===== src/rtl/sem_pkg.sv =====
// shared type, constants and function of the sobel edge magnitude unit
package sem_pkg;
  localparam int MAX_WIDTH_DEF = 2048;
  localparam logic [11:0] WIDTH_RST = 12'd640;
  localparam logic [12:0] HEIGHT_RST = 13'd480;
  localparam logic [12:0] HEIGHT_MAX = 13'd4096;
  localparam logic CFG_WIDTH = 1'b0;
  localparam logic CFG_HEIGHT = 1'b1;
  localparam logic [7:0] SAT_VAL = 8'd255;

  // one 3x3 window with its last flag, queued between front and back
  typedef struct packed {
    logic [2:0][23:0] lf;
    logic [2:0][23:0] ce;
    logic [2:0][23:0] rt;
    logic last;
  } win_t;

  // sum of the squared gradients of one channel
  function automatic logic [20:0] chan_sum(input logic [2:0][7:0] l,
                                           input logic [2:0][7:0] c,
                                           input logic [2:0][7:0] r);
    logic signed [11:0] gx;
    logic signed [11:0] gy;
    logic [19:0] ax;
    logic [19:0] ay;
    gx = $signed({3'b0, r[0]} + {2'b0, r[1], 1'b0} + {3'b0, r[2]})
       - $signed({3'b0, l[0]} + {2'b0, l[1], 1'b0} + {3'b0, l[2]});
    gy = $signed({3'b0, l[2]} + {2'b0, c[2], 1'b0} + {3'b0, r[2]})
       - $signed({3'b0, l[0]} + {2'b0, c[0], 1'b0} + {3'b0, r[0]});
    ax = 20'(gx * gx);
    ay = 20'(gy * gy);
    return {1'b0, ax} + {1'b0, ay};
  endfunction
endpackage


===== src/rtl/sem_queue.sv =====
// two-entry queue of windows between front and back
module sem_queue (
  input  logic clk,
  input  logic rst_n,
  input  logic wr_en,
  input  sem_pkg::win_t wr_data,
  output logic full,
  output logic rd_valid,
  output sem_pkg::win_t rd_data,
  input  logic rd_en
);
  sem_pkg::win_t mem_r [2];
  logic wp_r, rp_r;
  logic [1:0] cnt_r;

  assign full = (cnt_r == 2'd2);
  assign rd_valid = (cnt_r != 2'd0);
  assign rd_data = mem_r[rp_r];

  always_ff @(posedge clk) begin
    if (wr_en) mem_r[wp_r] <= wr_data;
  end

  always_ff @(posedge clk) begin
    if (!rst_n) begin
      wp_r <= 1'b0; rp_r <= 1'b0; cnt_r <= 2'd0;
    end else begin
      if (wr_en) wp_r <= !wp_r;
      if (rd_en) rp_r <= !rp_r;
      cnt_r <= cnt_r + 2'(wr_en) - 2'(rd_en);
    end
  end
endmodule


===== config.mk =====
export PLATFORM = sky130hd
export DESIGN_NAME = sem_queue
export DESIGN_NICKNAME = d
export VERILOG_FILES = /design/src/rtl/sem_pkg.sv /design/src/rtl/sem_queue.sv
export SDC_FILE = /design/constraint.sdc
export NUM_CORES = 1
export LEC_CHECK = 0
export ABC_CLOCK_PERIOD_IN_PS = 12600
export BUFFER_PORTS_ARGS = -buffer_cell sky130_fd_sc_hd__buf_2
export CORE_MARGIN = 4
export CORE_UTILIZATION = 52
export CTS_CLUSTER_DIAMETER = 40
export DETAILED_ROUTE_END_ITERATION = 16
export GPL_TIMING_DRIVEN = 0
export PLACE_DENSITY = 0.8
export SLEW_MARGIN = 10
export SYNTH_ARGS = -nofsm -noshare
export SYNTH_HDL_FRONTEND = slang
export SYNTH_SLANG_ARGS = --single-unit

===== constraint.sdc =====
create_clock -name clk -period 12.6 [get_ports clk]
set_clock_uncertainty 0.2 [all_clocks]
set_input_delay 0.63 -clock clk [delete_from_list [all_inputs] [get_ports clk]]
set_output_delay 0.63 -clock clk [all_outputs]
set_load 0.03 [all_outputs]

==> flow_summary.yaml <==
status:
  outcome: "finished, final reports clean"
floorplanning:
  design.die.area_sq_um: 34500
  pin_count: 440
  row_count: 64
  die-height_um: 186
  core_sq_um: 30800
  die_w_um: 186
  initial_core_util: 0.532
power:
  finalPower_mw: 3.64
  power.density_nw_per_um2: 173
  irDropWorstVdd_v: 0.000183
  p_leak_nw: 8.28
placement:
  place_area_sq_um: 19400
  gp_congestion: 0.753
  hpwl_um: 25500
  portBuffers: 439
cts:
  cts_resized: 0
  clkSinkCount: 439
  cts-root-buf: "clkbuf_16"
  h-tree-depth: 2
  cts_buffers: 49
  clock_path_buffers: 3
  postCtsSetupRepairBufs: 0
  cts_tree: "yes"
  clk_pin_slew_worst_paths_ns: 0.06
  cts_hold_buf: 0
  clk_latency_ns: 0.55
global_routing:
  antenna_found_initial: 11
  grt_use_total: 0.201
  grt_max_degree: 61
  grt_first_pass_wirelength_um: 52600
  grt_pass1_vias: 9182
  grt_overflow: 0
detailed_routing:
  wl_per_cell_um: 22.0
  first_iter_violations: 413
  viasPerCell: 5.18
  vias: 8484
  drtPass1Iterations: 5
  remaining_drc_errors: 0
  routed_wirelength_um: 35900
  antenna_left: 0
yosys:
  synth_edf_count: 434
  synth_area_leaders: "edfxtp_1 79%, mux2_4 12%, mux2_2 6.0%"
  mappedNetlistArea_sq_um: 16400
  ys.warnings.count: 0
  synth_top_area_cell: "edfxtp_1"
  yosysSeqAreaShare: 0.800
  synthTopCellsByCount: "434 x edfxtp_1, 130 x mux2_4, 87 x mux2_2"
  syn_nets: 919
  ys_async_sr_fraction: 0
  yosysMostFrequentCell: "edfxtp_1"
  ys.flop_type: "edfxtp_1"
  synth_top_area_frac: 0.794
  syn_avg_cell_area_sq_um: 23.6
  synth_cells: 696
  yosys_register_bits: 439
  ys_types: 14
sta:
  final.period_utilization: 0.225
  clock.fmax_ghz: 0.352
  min_period_ns: 2.84
  setup_violations: 0
  slew_headroom: 0.438
  finalHoldViolations: 0
  rsz0062_at_grt: "false"
  worst_pin_slew_ns: 0.841
  final_max_slew_viol_count: 0
critical_path:
  r2r-start: "wp_r"
  r2r_slack_ns: 10.16
  crit_arrival_ns: 2.01
  worstPathRequired_ns: 11.77
  cp-end-kind: "output port"
  cp_max_fo: 10
  crit_path_start_kind: "register"
  critPathKind: "reg -> out"
flow_run:
  cap_violations: 0
finish:
  drive_above_1_share: 0.625
  syn2layout_area_growth_pct: 28.4
  fin_nets: 1421
  fin_area_sq_um: 21100
hold_path:
  min_path_type: "in -> reg"
  hp-start: "wr_data[121]"
[report_power, final]
part           leakage [nW]  internal (mW)  switching [mW]
logic                  3.36          0.198           0.306
registers              4.11           1.69          0.0195
clock network         0.803          0.856           0.567
[flip-flops by register name, summed over array words and instances (netlist names), named ones only]
name,flops
cnt_r,2
mem_r,434
rp_r,1
wp_r,1
[logic make-up after synthesis]
family | share of synthesized area
buffers and inverters | 0.0139
AND/OR/NAND/NOR | 0.00343
multiplexers | 0.179
flip-flops | 0.800
AO/OA/AOI/OAI | 0.000458
XOR/XNOR | 0.00191
adder cells (fa/ha/maj) | 0.00152
[per-stage QoR]
stage	setup slack, ns	instances	TNS [ns]	utilization	hold WS, ns
floorplan	1.54	696	0	-	0.355
global placement	-3.94	1531	-841.47	0.620	0.369
detailed placement	9.68	1543	0	0.629	0.407
CTS	9.70	1632	0	0.683	0.0359
global route	9.66	1636	0	0.683	0.0373
finish	9.76	1637	0	0.683	0.0673
[routing by layer]
| metal | wire length [um] | part of all wire | vias to the layer above | global-route usage |
|---|---|---|---|---|
| met5 | 115 | 0.0032 | - | 0 |
| met4 | 1010 | 0.028 | 14 | 0.0638 |
| met3 | 3690 | 0.10 | 82 | 0.0770 |
| met2 | 19000 | 0.53 | 388 | 0.362 |
| met1 | 12100 | 0.34 | 4194 | 0.220 |
| li1 | - | - | 3806 | - |
[path summary, 6_finish.rpt]
check | to | cells past startpoint
setup / recovery | rd_data[127] | 5
hold / removal | mem_r[0][121] | 1
setup reg to reg | mem_r[0][94] | 5
hold reg to reg | register | 2
[placed cells by master, fill, tap and decap left out, types with 6 or more instances in the layout]
master     netlist  layout
buf_2            8     447
buf_16           0       6
clkinv_1         0       6
edfxtp_1       434     434
mux2_4         130     130
clkbuf_16        0      50
mux2_2          87      87
buf_6           16      16
clkinv_2         0       6
buf_12           0       6
[worst max-delay path, cell delays in order, from the launching register on]
cell and delay [ns]:
dfxtp_1 0.32, buf_6 0.16, buf_6 0.22, buf_6 0.22
mux2_4 0.34, buf_2 0.19
[layout make-up]
type	count	area, sq um
Clock buffer	58	1310
Multi-Input combinational cell	231	3060
Antenna cell	5	12.5
Sequential cell	439	13100
Clock inverter	31	344
Tap cell	396	495
Fill cell	1956	9760
Buffer	24	220
Timing Repair Buffer	451	2480
Inverter	2	7.51
(Power assumes the default switching activity.)
