File: src/rtl/sem_pkg.sv
// shared type, constants and function of the sobel edge magnitude unit
package sem_pkg;
  localparam int MAX_WIDTH_DEF = 2048;
  localparam logic [11:0] WIDTH_RST = 12'd640;
  localparam logic [12:0] HEIGHT_RST = 13'd480;
  localparam logic [12:0] HEIGHT_MAX = 13'd4096;
  localparam logic CFG_WIDTH = 1'b0;
  localparam logic CFG_HEIGHT = 1'b1;
  localparam logic [7:0] SAT_VAL = 8'd255;

  // one 3x3 window with its last flag, queued between front and back
  typedef struct packed {
    logic [2:0][23:0] lf;
    logic [2:0][23:0] ce;
    logic [2:0][23:0] rt;
    logic last;
  } win_t;

  // sum of the squared gradients of one channel
  function automatic logic [20:0] chan_sum(input logic [2:0][7:0] l,
                                           input logic [2:0][7:0] c,
                                           input logic [2:0][7:0] r);
    logic signed [11:0] gx;
    logic signed [11:0] gy;
    logic [19:0] ax;
    logic [19:0] ay;
    gx = $signed({3'b0, r[0]} + {2'b0, r[1], 1'b0} + {3'b0, r[2]})
       - $signed({3'b0, l[0]} + {2'b0, l[1], 1'b0} + {3'b0, l[2]});
    gy = $signed({3'b0, l[2]} + {2'b0, c[2], 1'b0} + {3'b0, r[2]})
       - $signed({3'b0, l[0]} + {2'b0, c[0], 1'b0} + {3'b0, r[0]});
    ax = 20'(gx * gx);
    ay = 20'(gy * gy);
    return {1'b0, ax} + {1'b0, ay};
  endfunction
endpackage

File: src/rtl/sem_back.sv
// back: gradient sums, serial square root, output register
module sem_back (
  input  logic clk,
  input  logic rst_n,
  input  logic q_valid,
  input  sem_pkg::win_t q_data,
  output logic q_rd,
  output logic out_valid,
  input  logic out_stall,
  output logic [7:0] out_red_edge,
  output logic [7:0] out_green_edge,
  output logic [7:0] out_blue_edge,
  output logic out_frame_end
);
  logic busy_r;
  logic [3:0] step_r;
  logic [2:0][20:0] sum_r;
  logic [2:0][7:0] root_r;
  logic last_r;
  logic [2:0][7:0] l, c, r;
  logic [2:0][20:0] sum_nxt;
  logic [2:0][7:0] root_nxt;
  logic [7:0] bitm;

  assign q_rd = q_valid && !busy_r && !out_valid;
  assign bitm = 8'd128 >> step_r[2:0];

  always_comb begin
    for (int s = 0; s < 3; s++) begin
      for (int k = 0; k < 3; k++) begin
        l[k] = q_data.lf[k][8*s +: 8];
        c[k] = q_data.ce[k][8*s +: 8];
        r[k] = q_data.rt[k][8*s +: 8];
      end
      sum_nxt[s] = sem_pkg::chan_sum(l, c, r);
    end
  end

  always_comb begin
    for (int s = 0; s < 3; s++) begin
      logic [7:0] t;
      t = root_r[s] | bitm;
      root_nxt[s] = ({5'b0, {8'b0, t} * {8'b0, t}} <= sum_r[s]) ? t : root_r[s];
    end
  end

  always_ff @(posedge clk) begin
    if (q_rd) begin
      sum_r <= sum_nxt;
      last_r <= q_data.last;
      root_r <= '0;
    end else if (busy_r) begin
      root_r <= root_nxt;
    end
  end

  always_ff @(posedge clk) begin
    if (!rst_n) begin
      busy_r <= 1'b0; step_r <= '0; out_valid <= 1'b0;
    end else begin
      if (out_valid && !out_stall) out_valid <= 1'b0;
      if (q_rd) begin
        busy_r <= 1'b1; step_r <= '0;
      end else if (busy_r) begin
        step_r <= step_r + 4'd1;
        if (step_r == 4'd7) begin
          busy_r <= 1'b0;
          out_valid <= 1'b1;
        end
      end
    end
  end

  always_ff @(posedge clk) begin
    if (busy_r && step_r == 4'd7) begin
      out_red_edge <= sum_r[0][20:16] != '0 ? sem_pkg::SAT_VAL : root_nxt[0];
      out_green_edge <= sum_r[1][20:16] != '0 ? sem_pkg::SAT_VAL : root_nxt[1];
      out_blue_edge <= sum_r[2][20:16] != '0 ? sem_pkg::SAT_VAL : root_nxt[2];
      out_frame_end <= last_r;
    end
  end
endmodule

File: config.mk
export PLATFORM = sky130hd
export DESIGN_NAME = sem_back
export DESIGN_NICKNAME = d
export VERILOG_FILES = /design/src/rtl/sem_pkg.sv /design/src/rtl/sem_back.sv
export SDC_FILE = /design/constraint.sdc
export NUM_CORES = 2
export LEC_CHECK = 0
export CAP_MARGIN = 30
export CORE_ASPECT_RATIO = 0.8
export CORE_UTILIZATION = 60
export DETAILED_ROUTE_END_ITERATION = 10
export DONT_BUFFER_PORTS = 1
export GPL_ROUTABILITY_DRIVEN = 0
export PLACE_DENSITY = 0.76
export SLEW_MARGIN = 20
export SYNTH_ARGS = -nofsm -noshare
export SYNTH_HDL_FRONTEND = slang
export SYNTH_SLANG_ARGS = --single-unit
File: constraint.sdc
create_clock -name clk -period 13.1 [get_ports clk]
set_input_delay 0.655 -clock clk [delete_from_list [all_inputs] [get_ports clk]]
set_output_delay 0.655 -clock clk [all_outputs]
set_load 0.05 [all_outputs]
==> results_dict.tcl <==
set metrics [dict create \
    rows 90 \
    portion_of_netlist_area_occupied_by_mux_cells 0.000878 \
    worst_relative_slew_slack 0.309 \
    critPathRequiredTime_ns 13.40 \
    floorplan.die.width_um 310 \
    min-delay-path-class "in -> reg" \
    overflow 0 \
    skew_ns 0.0123 \
    antenna_found_initial 0 \
    path_max_fanout 11 \
    synth.ff_latch_count 119 \
    postSynth.asyncResetShare 0 \
    reg2regPathDepth 25 \
    floorplan.initialDensity 0.605 \
    clk_pin_slew_worst_paths_ns 0.06 \
    timing.final.max_slew_violations 0 \
    tritoncts_clock_tree "built" \
    period_share 0.782 \
    synth_cell_types 93 \
    combined_global_route_utilization_of_all_metal_layers 0.259 \
    postSynthAreaPerCell_um2 8.68 \
    num_vias 33600 \
    route.detailed.drc 0 \
    antenna_left 0 \
    grt_start_max_net_pins 44 \
    startpoint_type "primary input" \
    netlist_area_mm2 0.0456 \
    clock.fmax_ghz 0.0976 \
    parity_gate_share_of_the_synthesized_area_counting_xor_and_xnor_cells 0.0748 \
    run_status "finished, final reports clean" \
    pin_count 248 \
    io_buffers 0 \
    clock-root-buffer "sky130_fd_sc_hd__clkbuf_16" \
    route.final.wire_length_um 94900 \
    drtPass1Iterations 5 \
    critical_path.endpoint_type "flop" \
    combinational_family_with_the_most_area_after_synthesis "adder cells" \
    grt_setup_unrepaired "false" \
    critical_path.n_buffers_inverters 8 \
    numCtsBuffers 17 \
    core_area_mm2 0.0753 \
    cts_max_level 4 \
    avgRoutedWirePerCell_um 15.1 \
    crit_top_cell "sky130_fd_sc_hd__inv_1" \
    criticalPathCategory "in -> reg" \
    clock_sinks 119 \
    clk_buf_depth 2 \
    timing.critical_path.max_delay_family "adder cells" \
    cts_setup_buffers 0 \
    synth-simple-area-share 0.105 \
    timing.critical_path.slowest_cell_delay_ns 0.55 \
    final_hold_viol_count 0 \
    layout-drive-gt1-share 0.0243 \
    synth_cells 5254 \
    dieArea_mm2 0.0771 \
    critical_path_arrival_ns 10.54 \
    setup_viol_count_final 0 \
    synth-compound-area-share 0.106 \
    synth-seq-area-share 0.0718 \
    count_of_cell_instances_traversed_by_the_critical_path 42 \
    tightest_slew_ns 1.03 \
    hold_buffers 0 \
    totalNegativeSetupSlack_ns 0 \
    post-route-min-period_ns 10.24 \
    die_height_um 249 \
    yosys_warnings 0 \
    layout_overhead_on_the_synthesized_area_pct 4.09 \
    slowest_stage "sky130_fd_sc_hd__fa_1" \
    detail_route.iter0.violations 1820 \
    antenna_diode_count 0 \
    cap_viol_max_count 0 \
    post_cts_resized 0 \
    synth_edf_count 89 \
    synthAdderAreaFrac 0.514 \
    clock_insertion_delay_worst_skew_ns 0.44 \
    nets 6880 \
    first_global_vias 34900 \
    fill_cells 6301 \
    vias_per_inst 5.35 \
    place_hpwl_um 83800 \
    yosys_most_used_dff "sky130_fd_sc_hd__edfxtp_1" \
    min_path_cells 0 \
    grt_first_pass_wirelength_um 164000 \
]
[metal layers]
layer | vias up | share of wire | global-route usage
met5 | - | 0 | 0
li1 | 16300 | - | -
met1 | 16400 | 0.46 | 0.371
met2 | 831 | 0.46 | 0.417
met3 | 83 | 0.070 | 0.0454
met4 | 0 | 0.012 | 0.0395
[cells by family after synthesis]
| group | count (synthesis) |
|---|---|
| flip-flops | 119 |
| XOR/XNOR | 380 |
| AO/OA/AOI/OAI | 723 |
| buffers and inverters | 1536 |
| adder cells (fa/ha/maj) | 1416 |
| other | 2 |
| AND/OR/NAND/NOR | 1074 |
| multiplexers | 4 |
[placed cells by master, fill, tap and decap left out, drive strengths merged, types with 19 or more instances in the layout]
cell type,synthesis,final
xor2,87,87
nand2b,80,80
xnor2,288,288
nor2b,46,46
or2,21,21
o21bai,57,57
ha,650,650
fa,762,762
edfxtp,89,89
nor3,45,45
o21ai,132,132
dfxtp,30,30
o21a,51,51
buf,9,33
a21oi,208,208
a211o,19,19
inv,1468,1476
nor2,467,467
nand3,27,27
a21o,87,87
nand2,297,297
[stage by stage]
stage	std cells	utilization	setup WS [ns]	area [µm²]	hold slack, ns
2_1_floorplan	5256	-	3.72	45600	0.400
3_3_place_gp	6235	0.622	2.70	46800	0.405
3_5_place_dp	6237	0.622	2.50	46800	0.417
4_1_cts	6269	0.630	2.92	47400	0.292
5_1_grt	6272	0.630	2.22	47500	0.290
6_report	6272	0.630	2.86	47500	0.308
[layout make-up]
class,instances,area (µm²),share of cell area
flip-flops and latches,119,3270,0.0690
clock inverters,15,158,0.00332
repair buffers,33,253,0.00533
well taps,1012,1270,0.0267
multi-input cells,3601,36500,0.770
clock buffers,17,425,0.00896
inverters,1475,5540,0.117
[registers in the layout, summed over array words and instances, names as in the netlist, 4 cells and up]
name	count
step_r	4
root_r	24
sum_r	63
out_red_edge	8
out_green_edge	8
out_blue_edge	8
[path summary, 6_finish.rpt]
path	from	endpoint	slack, ns
min reg2reg	last_r$_DFFE_PP_	out_frame_end$_DFFE_PP_	0.43
min	q_data[0]	last_r$_DFFE_PP_	0.31
max	q_data[18]	sum_r[61]$_DFFE_PP_	2.86
max reg2reg	step_r[0]$_SDFFE_PP0P_	out_red_edge[7]$_SDFFCE_PP1P_	5.55
[cell usage after synthesis (46+ instances only)]
master                        n  area [µm²]
sky130_fd_sc_hd__a21o_1      87         653
sky130_fd_sc_hd__a21oi_1    206        1030
sky130_fd_sc_hd__clkbuf_1    52         195
sky130_fd_sc_hd__edfxtp_1    89        2670
sky130_fd_sc_hd__fa_1       762       15300
sky130_fd_sc_hd__ha_1       650        8130
sky130_fd_sc_hd__inv_1     1463        5490
sky130_fd_sc_hd__nand2_1    297        1110
sky130_fd_sc_hd__nand2b_1    80         500
sky130_fd_sc_hd__nor2_1     464        1740
sky130_fd_sc_hd__nor2b_1     46         288
sky130_fd_sc_hd__o21a_1      51         383
sky130_fd_sc_hd__o21ai_0    121         606
sky130_fd_sc_hd__o21bai_1    56         420
sky130_fd_sc_hd__xnor2_1    288        2520
sky130_fd_sc_hd__xor2_1      85         744
Power is not shown: default switching activity piles up to over one toggle a cycle in this logic, so the estimate is an artifact.
